===== src/rtl/radial_noise_whitening_assert.svh =====
// ----------------------------------------------------------------------------
// Assertion macros for the radial noise whitening block
// Implication checks, same cycle and next cycle, compiled out by ASSERT_OFF.
// ----------------------------------------------------------------------------
`ifndef RADIAL_NOISE_WHITENING_ASSERT_SVH
`define RADIAL_NOISE_WHITENING_ASSERT_SVH

`ifndef ASSERT_OFF
// hold cons in the same cycle as ante
`define RNW_ASSERT_IMP(label, clk, rst, ante, cons) \
   label: assert property (@(posedge clk) disable iff (rst) (ante) |-> (cons)) \
      else $error("%m: same-cycle check failed");
// hold cons in the cycle after ante
`define RNW_ASSERT_NEXT(label, clk, rst, ante, cons) \
   label: assert property (@(posedge clk) disable iff (rst) (ante) |=> (cons)) \
      else $error("%m: next-cycle check failed");
`else
`define RNW_ASSERT_IMP(label, clk, rst, ante, cons)
`define RNW_ASSERT_NEXT(label, clk, rst, ante, cons)
`endif

`endif


===== src/rtl/rnw_pkg.sv =====
// ----------------------------------------------------------------------------
// rnw_pkg
// Types, widths and constants shared by the radial noise whitening block.
// ----------------------------------------------------------------------------
`default_nettype none

package rnw_pkg;

   localparam int unsigned MAX_HALF_WIDTH_DEF = 512;

   localparam int unsigned HW_W    = 10;
   localparam int unsigned HT_W    = 11;
   localparam int unsigned IDX_W   = 9;
   localparam int unsigned COL_W   = 9;
   localparam int unsigned ROW_W   = 10;
   localparam int unsigned DATA_W  = 32;
   localparam int unsigned SROW_W  = 12;
   localparam int unsigned R2_W    = 24;
   localparam int unsigned RAD_W   = R2_W / 2;
   localparam int unsigned WH_W    = 2 * HT_W;
   localparam int unsigned PROD_W  = DATA_W + WH_W;
   localparam int unsigned SPLIT_W = 26;
   localparam int unsigned AREA_SH = 12;
   localparam int unsigned NSQ_W   = 64;
   localparam int unsigned DIV_W   = 32;
   localparam int unsigned FRAC_SH = 14;
   localparam int unsigned LANES   = 2;
   localparam int unsigned EXT_W   = 16;

   localparam logic [DATA_W-1:0] QUARTER_PI_Q32 = 32'd3373259426;
   localparam logic [DATA_W-1:0] POS_SAT        = 32'h7FFF_FFFF;
   localparam logic [DATA_W-1:0] NEG_SAT        = 32'h8000_0000;

   localparam logic [HW_W-1:0] HALF_WIDTH_RST   = 10'd512;
   localparam logic [HT_W-1:0] IMAGE_HEIGHT_RST = 11'd1024;

   localparam int unsigned CSR_IDX_W  = 1;
   localparam int unsigned CSR_DATA_W = 11;

   typedef enum logic [CSR_IDX_W-1:0] {
      CSR_HALF_WIDTH   = 1'b0,
      CSR_IMAGE_HEIGHT = 1'b1
   } csr_index_type;

   typedef enum logic {
      MODE_LOAD  = 1'b0,
      MODE_PIXEL = 1'b1
   } mode_type;

   typedef struct packed {
      mode_type                 mode;
      logic [IDX_W-1:0]         table_index;
      logic [DATA_W-1:0]        noise_power;
      logic [COL_W-1:0]         pixel_col;
      logic [ROW_W-1:0]         pixel_row;
      logic signed [DATA_W-1:0] in_real;
      logic signed [DATA_W-1:0] in_imag;
   } req_type;

   typedef struct packed {
      logic signed [DATA_W-1:0] out_real;
      logic signed [DATA_W-1:0] out_imag;
      logic                     forced_zero;
   } rsp_type;

   // carried alongside the radius root
   typedef struct packed {
      mode_type          mode;
      logic [IDX_W-1:0]  idx;
      logic [DATA_W-1:0] noise;
      logic              origin;
      logic [LANES-1:0][DATA_W-1:0] value;
   } rad_side_type;

   // carried alongside the divisor root
   typedef struct packed {
      logic                         forced;
      logic [LANES-1:0][DATA_W-1:0] value;
   } sqrt_side_type;

   // carried alongside the quotients
   typedef struct packed {
      logic             forced;
      logic [LANES-1:0] neg;
      logic [LANES-1:0] zero;
      logic [LANES-1:0] ovf;
   } div_side_type;

endpackage

`default_nettype wire


===== src/rtl/rnw_isqrt.sv =====
// ----------------------------------------------------------------------------
// rnw_isqrt
// Pipelined floor square root, one result bit per register stage.
// ----------------------------------------------------------------------------
`default_nettype none

module rnw_isqrt import rnw_pkg::*; #(
   parameter int unsigned WIDTH  = R2_W,
   parameter int unsigned SIDE_W = 1
) (
   input  logic                  clock,
   input  logic                  reset,
   input  logic                  en,
   input  logic                  in_valid,
   input  logic [WIDTH-1:0]      in_value,
   input  logic [SIDE_W-1:0]     in_side,
   output logic                  out_valid,
   output logic [WIDTH/2-1:0]    out_root,
   output logic [SIDE_W-1:0]     out_side
);

   localparam int unsigned HALF  = WIDTH / 2;
   localparam int unsigned REM_W = HALF + 2;

   logic              chain_valid [HALF+1];
   logic [WIDTH-1:0]  chain_value [HALF+1];
   logic [REM_W-1:0]  chain_rem   [HALF+1];
   logic [HALF-1:0]   chain_root  [HALF+1];
   logic [SIDE_W-1:0] chain_side  [HALF+1];

   assign chain_valid[0] = in_valid;
   assign chain_value[0] = in_value;
   assign chain_rem[0]   = '0;
   assign chain_root[0]  = '0;
   assign chain_side[0]  = in_side;

   for (genvar k = 0; k < HALF; k++) begin : g_step
      logic [REM_W+1:0]  trial_rem;
      logic [REM_W+1:0]  trial_sub;
      logic              take;
      logic [REM_W-1:0]  rem_in;
      logic [HALF-1:0]   root_in;
      logic              valid_ff;
      logic [WIDTH-1:0]  value_ff;
      logic [REM_W-1:0]  rem_ff;
      logic [HALF-1:0]   root_ff;
      logic [SIDE_W-1:0] side_ff;

      // bring down the next bit pair, try root*4+1
      assign trial_rem = {chain_rem[k], chain_value[k][WIDTH-1 -: 2]};
      assign trial_sub = (REM_W+2)'({chain_root[k], 2'b01});
      assign take      = trial_rem >= trial_sub;
      assign rem_in    = take ? REM_W'(trial_rem - trial_sub) : REM_W'(trial_rem);
      assign root_in   = HALF'({chain_root[k], take});

      always_ff @(posedge clock) begin
         if (reset) begin
            valid_ff <= 1'b0;
         end else if (en) begin
            valid_ff <= chain_valid[k];
         end
      end

      always_ff @(posedge clock) begin
         if (en) begin
            value_ff <= chain_value[k] << 2;
            rem_ff   <= rem_in;
            root_ff  <= root_in;
            side_ff  <= chain_side[k];
         end
      end

      assign chain_valid[k+1] = valid_ff;
      assign chain_value[k+1] = value_ff;
      assign chain_rem[k+1]   = rem_ff;
      assign chain_root[k+1]  = root_ff;
      assign chain_side[k+1]  = side_ff;
   end

   assign out_valid = chain_valid[HALF];
   assign out_root  = chain_root[HALF];
   assign out_side  = chain_side[HALF];

endmodule

`default_nettype wire


===== config.mk =====
export PLATFORM = sky130hd
export DESIGN_NAME = rnw_isqrt
export DESIGN_NICKNAME = d
export VERILOG_FILES = /design/src/rtl/radial_noise_whitening_assert.svh /design/src/rtl/rnw_pkg.sv /design/src/rtl/rnw_isqrt.sv
export SDC_FILE = /design/constraint.sdc
export NUM_CORES = 1
export LEC_CHECK = 0
export BUFFER_PORTS_ARGS = -buffer_cell sky130_fd_sc_hd__buf_2
export CAP_MARGIN = 30
export CORE_MARGIN = 4
export CORE_UTILIZATION = 50
export DETAILED_ROUTE_END_ITERATION = 8
export PLACE_DENSITY = 0.66
export RECOVER_POWER = 50
export SLEW_MARGIN = 40
export SYNTH_ARGS = -nofsm -noshare
export SYNTH_HDL_FRONTEND = slang
export SYNTH_SLANG_ARGS = --single-unit

===== constraint.sdc =====
create_clock -name clock -period 7.3 [get_ports clock]
set_clock_uncertainty 0.2 [all_clocks]
set_input_delay 0.365 -clock clock [delete_from_list [all_inputs] [get_ports clock]]
set_output_delay 0.365 -clock clock [all_outputs]
set_load 0.01 [all_outputs]

==> results.tsv, run 1 <==
stage	metric	value	unit
clocking	worst skew pair latency	0.53	ns
worst_setup_path	flop2flop setup slack	4.16	ns
die	Die Y	191	um
die	FP Rows	66	
grt	pin count of the biggest net entering global routing	170	
logic_synthesis	FFs w/ async S/R, synth	0	%
worst_setup_path	Crit path arrival time	4.51	ns
clocking	CTS sink cnt	374	
worst_setup_path	critical path startpoint category	primary input	
sta	Slew headroom	-113	%
final_layout	layout cells sized above 1	9.82	%
sta	RSZ-0062 raised after global routing	false	
routing	DRC Markers	0	
power	Psw	1.24	mW
worst_setup_path	cells along the critical path	clkbuf_1 -> buf_4 -> buf_12 -> mux2i_1 -> nor2_1 -> dlygate4sd3_1	
outcome	status	finished, violations left	
logic_synthesis	Syn. warnings	0	
power	maximum VDD drop	202	uV
logic_synthesis	Mapped Area	16700	um2
power	Sw Share	22.9	%
worst_setup_path	Req. time, crit path	7.49	ns
run	max_cap viols	1	
logic_synthesis	number of synthesized flops with an enable pin	362	
worst_setup_path	worst path bufs/invs	4	
routing	DR pass1 iterations	5	
placed_design	HPWL Detailed	18.0	mm
die	Boundary Pins	43	
die	Initial Util	51.1	%
routing	number of vias per cell	5.24	
sta	total negative slack	0	ns
logic_synthesis	register bit total from synthesis	374	
worst_hold_path	worst hold path stage count	0	
worst_hold_path	Hold Path Origin	g_step[7].value_ff[16]	
grt	vias in the first global route	9701	
clocking	clock buffer depth	3	
placed_design	IO buf count	42	
clocking	CTS tree	yes	
sta	setup violators final	0	
worst_hold_path	Hold Crit Endpoint	g_step[8].value_ff[18]	
clocking	Root Driver	clkbuf_16	
sta	Final period util	59.2	%
power	Cell Int Power	4.15	mW
worst_setup_path	FF-to-FF path depth	7	
logic_synthesis	Synth Instances	1227	
clocking	post-CTS setup buffer count	0	
logic_synthesis	sequential element share of the synthesized area	66.4	%
logic_synthesis	Synth Area per Inst	13.6	um2
power	Comb power frac	11.8	%
worst_setup_path	CP max stage delay	2.21	ns
worst_setup_path	crit-path max FO	61	
power	PnR Total Power	5.39	mW
final_layout	Syn-to-layout area delta	14.5	%
sta	fmax	231	MHz
sta	Final Critical Period	4.32	ns
routing	Avg WL per Cell	14.5	um
outcome	failing checks	max-capacitance violations, max-slew violations	
sta	final hold vios	0	
die	die area	36500	um2
logic_synthesis	Syn Nets	1345	
routing	initial detailed-routing violation count	477	
grt	GRT overflow	0	
worst_setup_path	family with the most delay on the worst path	buffers and inverters	
final_layout	diode count	0	
power	total power per unit cell area	281	nW/um2
placed_design	routability congestion estimate from global placement	0.822	
logic_synthesis	Primary FF master, synth	edfxtp_1	
power	Clock power frac	37.6	%
worst_hold_path	Worst Hold Class	flip-flop to flip-flop	
power	sequential share of power	50.6	%
power	Leakage	7.36	nW
clocking	clock transition at the registers of the reported paths	0.06	ns
worst_setup_path	worst r2r src	g_step[9].rem_ff[5]	
sta	Worst Max-Slew Pin Slew	3.19	ns
clocking	H-tree depth	2	
grt	first-pass GRT wire length	44.7	mm
worst_setup_path	CP Class	primary input to flip-flop	
worst_setup_path	Crit. End Element	flip-flop	
routing	Detail Route Antenna Nets	0	
worst_setup_path	crit path max-delay cell type	clkbuf_1	
logic_synthesis	Yosys cell types	66	
grt	initial antenna violation count	0	
grt	GR Util All Layers	14.8	%
worst_setup_path	RR Endpoint	g_step[10].rem_ff[6]	
sta	Final Max Tran Viols	61	
clocking	Inserted Clock Buffers	41	
die	Die W	191	um
final_layout	# nets final	1452	
die	Placeable Area	32800	um2
routing	drt total wl	26.2	mm
clocking	post_cts resized	0	
routing	vias	9460	
-- layout make-up --
cell class	instances	area (um2)
Clock inverter	19	233
Sequential cell	374	11100
Inverter	107	402
Tap cell	442	553
Clock buffer	55	1110
Fill cell	2591	13600
Timing Repair Buffer	80	614
Multi-Input combinational cell	730	5150
-- worst max path at each step --
| stage | cells after the start | slack, ns | to | from |
|---|---|---|---|---|
| 2_1_floorplan | 7 | 4.83 | g_step[7].rem_ff[5] | g_step[6].rem_ff[0] |
| 3_3_place_gp | 6 | 4.25 | g_step[8].rem_ff[8] | g_step[7].rem_ff[1] |
| 3_5_place_dp | 6 | 4.15 | g_step[8].rem_ff[5] | g_step[7].rem_ff[3] |
| 4_1_cts | 6 | 4.15 | g_step[8].rem_ff[8] | g_step[7].rem_ff[3] |
| 5_1_grt | 6 | 2.52 | g_step[0].valid_ff | en |
| 6_report | 6 | 2.98 | g_step[0].valid_ff | en |
-- power by group through the flow --
| stage | Sequential, mW | Clock (mW) | Combinational (mW) |
|---|---|---|---|
| finish | 2.73 | 2.03 | 0.634 |
| global route | 2.75 | 2.19 | 0.718 |
| CTS | 2.73 | 2.09 | 0.636 |
| detailed placement | 2.77 | 0 | 0.619 |
| global placement | 2.76 | 0 | 0.603 |
| floorplan | 2.73 | 0 | 0.464 |
-- cells in the mapped netlist, drive strengths merged (3+ instances only) --
library cell / count / area, um2
nor2: 99 / 372
clkbuf: 8 / 30.0
inv: 107 / 402
a21o: 9 / 67.6
nand2b: 13 / 81.3
mux2i: 17 / 170
o21ai: 49 / 245
nor4: 11 / 68.8
o211ai: 7 / 52.6
nand2: 57 / 214
o31ai: 8 / 60.1
nor3: 28 / 145
and3: 8 / 50.1
ha: 89 / 1110
a21oi: 72 / 360
or4: 9 / 78.8
xor2: 42 / 368
o21a: 17 / 128
xnor2: 56 / 490
buf: 8 / 50.0
a31oi: 8 / 50.1
nand4: 13 / 81.3
nor3b: 3 / 22.5
nand4b: 7 / 61.3
dfxtp: 12 / 240
o21bai: 5 / 37.5
mux2: 15 / 169
edfxtp: 362 / 10900
nand3: 14 / 70.1
or3: 10 / 62.6
a21boi: 6 / 45.0
a211oi: 10 / 87.6
nor2b: 16 / 100
-- what timing repair did --
action                     in CTS  in global routing
setup endpoints to repair       0                  0
hold buffers                   29                  0
hold endpoints to repair       38                  0
-- routing by layer --
metal  global-route usage [%]  wire length, um  share of wire, %  vias up
li1                         -                -                 -     4750
met1                     16.2            10300                39     4498
met2                     27.9            14000                53      144
met3                     2.68              909               3.5       68
met4                     6.41             1010               3.9        0
met5                        0                0                 0        -
-- logic make-up (layout without fill, tap and decap cells) --
logic type / count (synthesis) / count (layout) / synth area share [%]
compound gates: 212 / 212 / 7.98
mux: 32 / 32 / 2.03
flops: 374 / 374 / 66.4
xor+xnor: 98 / 98 / 5.13
other cells: 1 / 1 / 0.0224
buf+inv: 123 / 261 / 2.88
fa+ha+maj: 89 / 89 / 6.65
simple gates: 298 / 298 / 8.96
-- state kept, by name, indices dropped and copies added (netlist names) --
signal and flops:
g_step.value_ff 132, out_valid 1, g_step.valid_ff 11, g_step.rem_ff 140, g_step.side_ff 11, out_root 12, out_side 1, g_step.root_ff 66
-- cell usage in the layout, fill, tap and decap left out, types with 5 or more instances in the layout --
| cell type | instances |
|---|---|
| nand2_1 | 57 |
| or4_1 | 6 |
| nand2b_1 | 13 |
| a21oi_1 | 72 |
| bufinv_16 | 5 |
| inv_1 | 107 |
| a211oi_1 | 9 |
| buf_4 | 5 |
| a21boi_0 | 6 |
| nand4b_1 | 7 |
| o211ai_1 | 7 |
| nor2b_1 | 16 |
| and3_1 | 8 |
| nand3_1 | 14 |
| nor2_1 | 99 |
| dlygate4sd3_1 | 29 |
| dfxtp_1 | 12 |
| xnor2_1 | 56 |
| a31oi_1 | 8 |
| mux2i_1 | 17 |
| buf_2 | 40 |
| nor3_1 | 27 |
| o21bai_1 | 5 |
| xor2_1 | 42 |
| clkinv_2 | 6 |
| a21o_1 | 9 |
| o21ai_0 | 43 |
| nand4_1 | 13 |
| nor4_1 | 11 |
| mux2_2 | 14 |
| o31ai_1 | 8 |
| or3_1 | 10 |
| o21ai_1 | 6 |
| edfxtp_1 | 362 |
| clkbuf_16 | 42 |
| ha_1 | 89 |
| clkinv_1 | 5 |
| clkbuf_1 | 14 |
| o21a_1 | 17 |
-- metrics by stage --
step / hold slack (ns) / cells / worst slack, ns / utilization (%) / cell area (um2)
CTS: 0.0646 / 1804 / 4.15 / 58.4 / 19100
finish: 0.214 / 1807 / 2.98 / 58.5 / 19200
global route: 0.220 / 1807 / 2.52 / 58.5 / 19200
global placement: 0.200 / 1700 / 4.25 / 53.3 / 17500
floorplan: 0.200 / 1227 / 4.83 / - / 16700
detailed placement: 0.205 / 1701 / 4.15 / 53.4 / 17500
Power figures use the tool's default switching activity.
==> inputs of run 2 (changes only) <==
==> constraint.sdc (replaced) <==
create_clock -name clock -period 4.3 [get_ports clock]
set_clock_uncertainty 0.2 [all_clocks]
set_input_delay 0.215 -clock clock [delete_from_list [all_inputs] [get_ports clock]]
set_output_delay 0.215 -clock clock [all_outputs]
set_load 0.01 [all_outputs]
==> run 2 against run 1 <==
Against the previous run: the flow still finishes with violations (max-capacitance violations, max-slew violations); first-iteration DRC count down 25%; routed wire length up 1.1%; power up 66%; setup slack worse by 1.8 ns; critical path type unchanged; sequential share of layout area up 0.32 points; flip-flop and latch count unchanged; clock power up 59%; cell count unchanged; non-clock buffer count unchanged; die area unchanged; via count up 0.18%; sequential power up 70%.
==> results.tsv, run 2 (same netlist as run 1, synthesis figures left out) <==
stage	metric	value	unit	change
routing	Avg WL per Cell	14.7	um	+1.1%
worst_setup_path	CP Class	primary input to flip-flop		
outcome	failing checks	max-capacitance violations, max-slew violations		
die	FP Rows	66		unchanged
sta	Final period util	72.2	%	
worst_setup_path	Crit path arrival time	3.29	ns	-1.22 ns
clocking	clock buffer depth	3		unchanged
die	die area	36500	um2	unchanged
final_layout	Regs by FF count	g_step.rem_ff x140, g_step.value_ff x132, g_step.root_ff x66		
clocking	post-CTS setup buffer count	0		unchanged
clocking	worst skew pair latency	0.52	ns	about the same
power	Leakage	7.30	nW	-0.74%
clocking	H-tree depth	2		unchanged
clocking	CTS tree	yes		
sta	total negative slack	0	ns	unchanged
clocking	Root Driver	clkbuf_16		
die	Die Y	191	um	unchanged
worst_hold_path	Hold Path Origin	g_step[4].value_ff[16]		
routing	number of vias per cell	5.24		+0.18%
worst_setup_path	worst path bufs/invs	3		-1
clocking	clock transition at the registers of the reported paths	0.06	ns	about the same
worst_setup_path	critical path startpoint category	primary input		
sta	Final Max Tran Viols	94		+54%
grt	GR Util All Layers	14.9	%	+0.066 points
sta	fmax	322	MHz	
sta	WHS	0.211	ns	-0.00296 ns
worst_setup_path	Crit. End Element	flip-flop		
worst_setup_path	family with the most delay on the worst path	buffers and inverters		
die	Die W	191	um	unchanged
worst_setup_path	crit path launch	en		
grt	first-pass GRT wire length	44.6	mm	-0.26%
sta	setup violators final	0		unchanged
grt	pin count of the biggest net entering global routing	100		-41%
final_layout	Largest register FFs	140		unchanged
final_layout	diode count	0		unchanged
placed_design	routability congestion estimate from global placement	0.854		+3.8%
sta	RSZ-0062 raised after global routing	false		
worst_setup_path	crit path max-delay cell type	clkbuf_2		
routing	DRC Markers	0		unchanged
routing	initial detailed-routing violation count	360		-25%
worst_setup_path	crit-path max FO	99		+62%
routing	drt total wl	26.5	mm	+1.1%
final_layout	most frequent cells in the layout	edfxtp_1 (362), inv_1 (107), nor2_1 (99)		
die	Initial Util	51.1	%	unchanged
run	max_cap viols	1		unchanged
sta	final hold vios	0		unchanged
worst_setup_path	Req. time, crit path	4.49	ns	-3.00 ns
final_layout	largest register by flop count	g_step.rem_ff		
final_layout	Fill cells	2599		+0.31%
final_layout	post-route cell area	19100	um2	-0.55%
sta	Worst Max-Slew Pin Slew	2.39	ns	-0.801 ns
die	Placeable Area	32800	um2	unchanged
worst_setup_path	CP max stage delay	1.62	ns	-0.59 ns
routing	DR pass1 iterations	4		-1
power	total power per unit cell area	469	nW/um2	+67%
worst_setup_path	cells along the critical path	clkbuf_2 -> buf_12 -> mux2i_1 -> nor2_1 -> dlygate4sd3_1		
sta	Final Critical Period	3.10	ns	
routing	Detail Route Antenna Nets	0		unchanged
die	Boundary Pins	43		unchanged
final_layout	Syn-to-layout area delta	13.9	%	
routing	vias	9477		+0.18%
final_layout	most common cell after layout, fill and taps aside	edfxtp_1		
grt	initial antenna violation count	0		unchanged
power	maximum VDD drop	391	uV	+93%
placed_design	IO buf count	42		unchanged
grt	GRT overflow	0		unchanged
final_layout	# nets final	1452		unchanged
placed_design	placed cell areas	17500	um2	about the same
worst_hold_path	Worst Hold Class	flip-flop to flip-flop		
final_layout	layout cells sized above 1	9.74	%	-0.073 points
worst_setup_path	worst r2r src	g_step[9].rem_ff[5]		
sta	Slew headroom	-59.3	%	+53 points
clocking	CTS sink cnt	374		unchanged
grt	vias in the first global route	9611		-0.93%
outcome	status	finished, violations left		
clocking	Inserted Clock Buffers	41		unchanged
placed_design	HPWL Detailed	18.3	mm	+1.2%
[run 2: path summary, 6_finish.rpt]
path | cells past startpoint | end | slack (ns)
min | 0 | g_step[5].value_ff[18] | 0.21
max reg2reg | 7 | g_step[10].rem_ff[6] | 1.25
max | 5 | g_step[0].valid_ff | 1.20
min reg2reg | 0 | g_step[5].value_ff[18] | 0.21
[run 2: area by class of cell]
cell class	instances	area (um2)	share of cell area, %
multi-input combinational	730	5150	27.0
sequential	374	11100	58.3
tap	442	553	2.90
clock buffer	47	1070	5.61
timing repair buffer	80	587	3.08
clock inverter	27	194	1.02
inverter	107	402	2.11
[run 2: routing by layer]
metal,GRT usage [%],share of wire (%),vias up
li1,-,-,4738
met1,16.1,39,4545
met2,28.7,55,125
met3,2.68,3.3,69
met4,5.55,3.3,0
met5,0,0,-
[run 2: per-stage QoR]
step           utilization (%)  std cells  setup WS [ns]  total power [mW]
2_1_floorplan                -       1227           1.83              5.43
3_3_place_gp              53.4       1702           1.20              5.72
3_5_place_dp              53.4       1702           1.17              5.75
4_1_cts                   58.2       1805           1.16              9.06
5_1_grt                   58.2       1807          0.899              9.39
6_report                  58.2       1807           1.20              8.93
[run 2: where the power goes]
part | total [mW] | switching, mW | internal [mW]
clock network | 3.23 | 1.33 | 1.91
registers | 4.63 | 0.184 | 4.44
logic | 1.08 | 0.588 | 0.488
[run 2: repair_timing]
action | in CTS | in global routing
hold buffers | 29 | 0
gates resized for setup | 0 | 0
endpoints found under the hold margin | 38 | 0
[run 2: worst register-to-register path, cell delays in order (launching register included)]
cell and delay [ns]:
edfxtp_1 0.40, ha_1 0.41, nand4_1 0.13, a211oi_1 0.27, nor3_1 0.15, o211ai_1 0.54
buf_4 0.33, mux2_2 0.37
==> inputs of run 3 (changes only) <==
==> constraint.sdc (replaced) <==
create_clock -name clock -period 3 [get_ports clock]
set_clock_uncertainty 0.2 [all_clocks]
set_input_delay 0.15 -clock clock [delete_from_list [all_inputs] [get_ports clock]]
set_output_delay 0.15 -clock clock [all_outputs]
set_load 0.01 [all_outputs]
==> run 3 against run 2 <==
Against the previous run: the run still ends with max-capacitance violations, max-slew violations left; first-iteration DRC count up 35%; flip-flop and latch count stayed put; routed wire length is 0.26% lower; sequential share of layout area decreased by 0.58 points; largest cell class unchanged.
==> results.tsv, run 3 (same netlist as run 1, synthesis figures left out) <==
stage	metric	value	unit	change
clocking	CTS tree	yes		
routing	vias	9437		-0.42%
routing	Avg WL per Cell	14.5	um	-0.92%
clocking	clock transition at the registers of the reported paths	0.06	ns	about the same
worst_setup_path	Levels on crit path	8		+3
sta	Final Critical Period	2.80	ns	
worst_setup_path	crit path max-delay cell type	edfxtp_1		
final_layout	most common cell after layout, fill and taps aside	edfxtp_1		
routing	drt total wl	26.5	mm	-0.26%
worst_setup_path	crit-path max FO	8		-92%
sta	RSZ-0062 raised after global routing	false		
final_layout	Syn-to-layout area delta	15.0	%	
clocking	Root Driver	clkbuf_16		
grt	first-pass GRT wire length	43.9	mm	-1.6%
sta	fmax	357	MHz	
sta	Final Max Tran Viols	139		+48%
clocking	clock buffer depth	3		unchanged
outcome	status	finished, violations left		
grt	pin count of the biggest net entering global routing	89		-11%
clocking	H-tree depth	2		unchanged
worst_setup_path	CP Class	flip-flop to flip-flop		
final_layout	# nets final	1465		+0.90%
power	maximum VDD drop	420	uV	+7.4%
die	die area	36500	um2	unchanged
sta	Final period util	93.3	%	
worst_hold_path	Hold Path Origin	in_value[12]		
routing	DR pass1 iterations	6		+2
final_layout	largest register by flop count	g_step.rem_ff		
die	Placeable Area	32800	um2	unchanged
worst_setup_path	RR Endpoint	g_step[10].rem_ff[8]		
worst_setup_path	Crit path arrival time	2.86	ns	-0.43 ns
worst_setup_path	Crit. End Element	flip-flop		
power	total power per unit cell area	685	nW/um2	+46%
worst_setup_path	critical path startpoint category	flip-flop		
die	Initial Util	51.1	%	unchanged
worst_setup_path	family with the most delay on the worst path	compound AO/OA/AOI/OAI gates		
sta	Slew headroom	-11.0	%	+48 points
sta	total negative slack	0	ns	unchanged
worst_hold_path	Hold Crit Endpoint	g_step[0].value_ff[14]		
clocking	CTS sink cnt	374		unchanged
sta	final hold vios	0		unchanged
grt	initial antenna violation count	0		unchanged
power	Leakage	7.38	nW	+1.1%
placed_design	routability congestion estimate from global placement	0.871		+2.1%
final_layout	layout cells sized above 1	9.88	%	+0.13 points
final_layout	most frequent cells in the layout	edfxtp_1 (362), inv_1 (107), nor2_1 (99)		
worst_setup_path	flop2flop setup slack	0.20	ns	-1.05 ns
worst_hold_path	Worst Hold Class	primary input to flip-flop		
outcome	failing checks	max-capacitance violations, max-slew violations		
grt	GR Util All Layers	14.6	%	-0.24 points
clocking	worst skew pair latency	0.52	ns	about the same
worst_setup_path	Req. time, crit path	3.06	ns	-1.43 ns
placed_design	placed cell areas	17700	um2	+0.79%
grt	GRT overflow	0		unchanged
clocking	post_cts resized	0		unchanged
routing	initial detailed-routing violation count	487		+35%
worst_setup_path	FF-to-FF path depth	8		+1
worst_setup_path	cells along the critical path	inv_1 -> ha_1 -> nand4_1 -> a211oi_1 -> nor3_1 -> o211ai_1 -> buf_4 -> mux2_2		
run	max_cap viols	2		+1
final_layout	post-route cell area	19300	um2	+1.0%
routing	number of vias per cell	5.19		-1.1%
worst_setup_path	worst path bufs/invs	2		-1
final_layout	diode count	0		unchanged
clocking	Inserted Clock Buffers	40		-2.4%
worst_hold_path	worst hold path stage count	2		+2
worst_setup_path	CP max stage delay	0.39	ns	-1.23 ns
routing	Detail Route Antenna Nets	0		unchanged
worst_setup_path	worst r2r src	g_step[9].root_ff[2]		
placed_design	IO buf count	42		unchanged
grt	vias in the first global route	9434		-1.8%
final_layout	Largest register FFs	140		unchanged
die	Boundary Pins	43		unchanged
sta	WHS	0.130	ns	-0.0811 ns
sta	Worst Max-Slew Pin Slew	1.67	ns	-0.725 ns
die	Die W	191	um	unchanged
die	Die Y	191	um	unchanged
final_layout	Regs by FF count	g_step.rem_ff x140, g_step.value_ff x132, g_step.root_ff x66		
placed_design	HPWL Detailed	18.1	mm	-1.1%
die	FP Rows	66		unchanged
sta	setup violators final	0		unchanged
routing	DRC Markers	0		unchanged
-- run 3: cell types whose count changed in the layout (fill, tap and decap cells not counted), sizes merged, moves of 2 or more --
cell,delta
clkbuf,+20
bufinv,+4
buf,-2
clkinv,-11
-- run 3: report_power, final --
group          switching [mW]  internal, mW  total, mW
Sequential              0.262          6.36       6.63
Clock                    1.94          3.07       5.01
Combinational           0.841         0.713       1.55
Total                    3.05          10.1       13.2
-- run 3: how the worst max path moves through the flow --
| stage | end | slack [ns] | startpoint |
|---|---|---|---|
| finish | g_step[10].rem_ff[8] | 0.20 | g_step[9].root_ff[2] |
| global placement | g_step[3].rem_ff[3] | 0.29 | g_step[2].rem_ff[0] |
| floorplan | g_step[7].rem_ff[5] | 0.53 | g_step[6].rem_ff[0] |
| global route | g_step[3].rem_ff[1] | 0.03 | g_step[2].root_ff[0] |
| CTS | g_step[10].rem_ff[8] | 0.21 | g_step[9].rem_ff[5] |
| detailed placement | g_step[10].rem_ff[8] | 0.22 | g_step[9].rem_ff[5] |
-- run 3: stage by stage --
step	util [%]	total power, mW	instances	setup slack [ns]
floorplan	-	7.78	1227	0.528
global placement	53.8	8.22	1717	0.293
detailed placement	53.8	8.26	1717	0.219
CTS	58.9	13.3	1819	0.209
global route	58.7	13.8	1819	0.0320
finish	58.7	13.2	1819	0.201
-- run 3: layout make-up --
type                    instances  area [um2]
well taps                     442         553
clock buffers                  52        1070
repair buffers                 94         682
flip-flops and latches        374       11100
multi-input cells             730        5150
inverters                     107         402
clock inverters                20         287
fillers                      2571       13500
-- run 3: per-layer routing --
layer / track usage [%] / routed length, um / up-vias
li1: - / - / 4766
met1: 16.1 / 10400 / 4432
met2: 28.0 / 14200 / 173
met3: 2.43 / 927 / 66
met4: 5.66 / 941 / 0
met5: 0 / 0 / -
-- run 3: repair_timing --
action,CTS,global route
buffers inserted,0,0
endpoints found under the hold margin,85,0
hold buffers,30,0
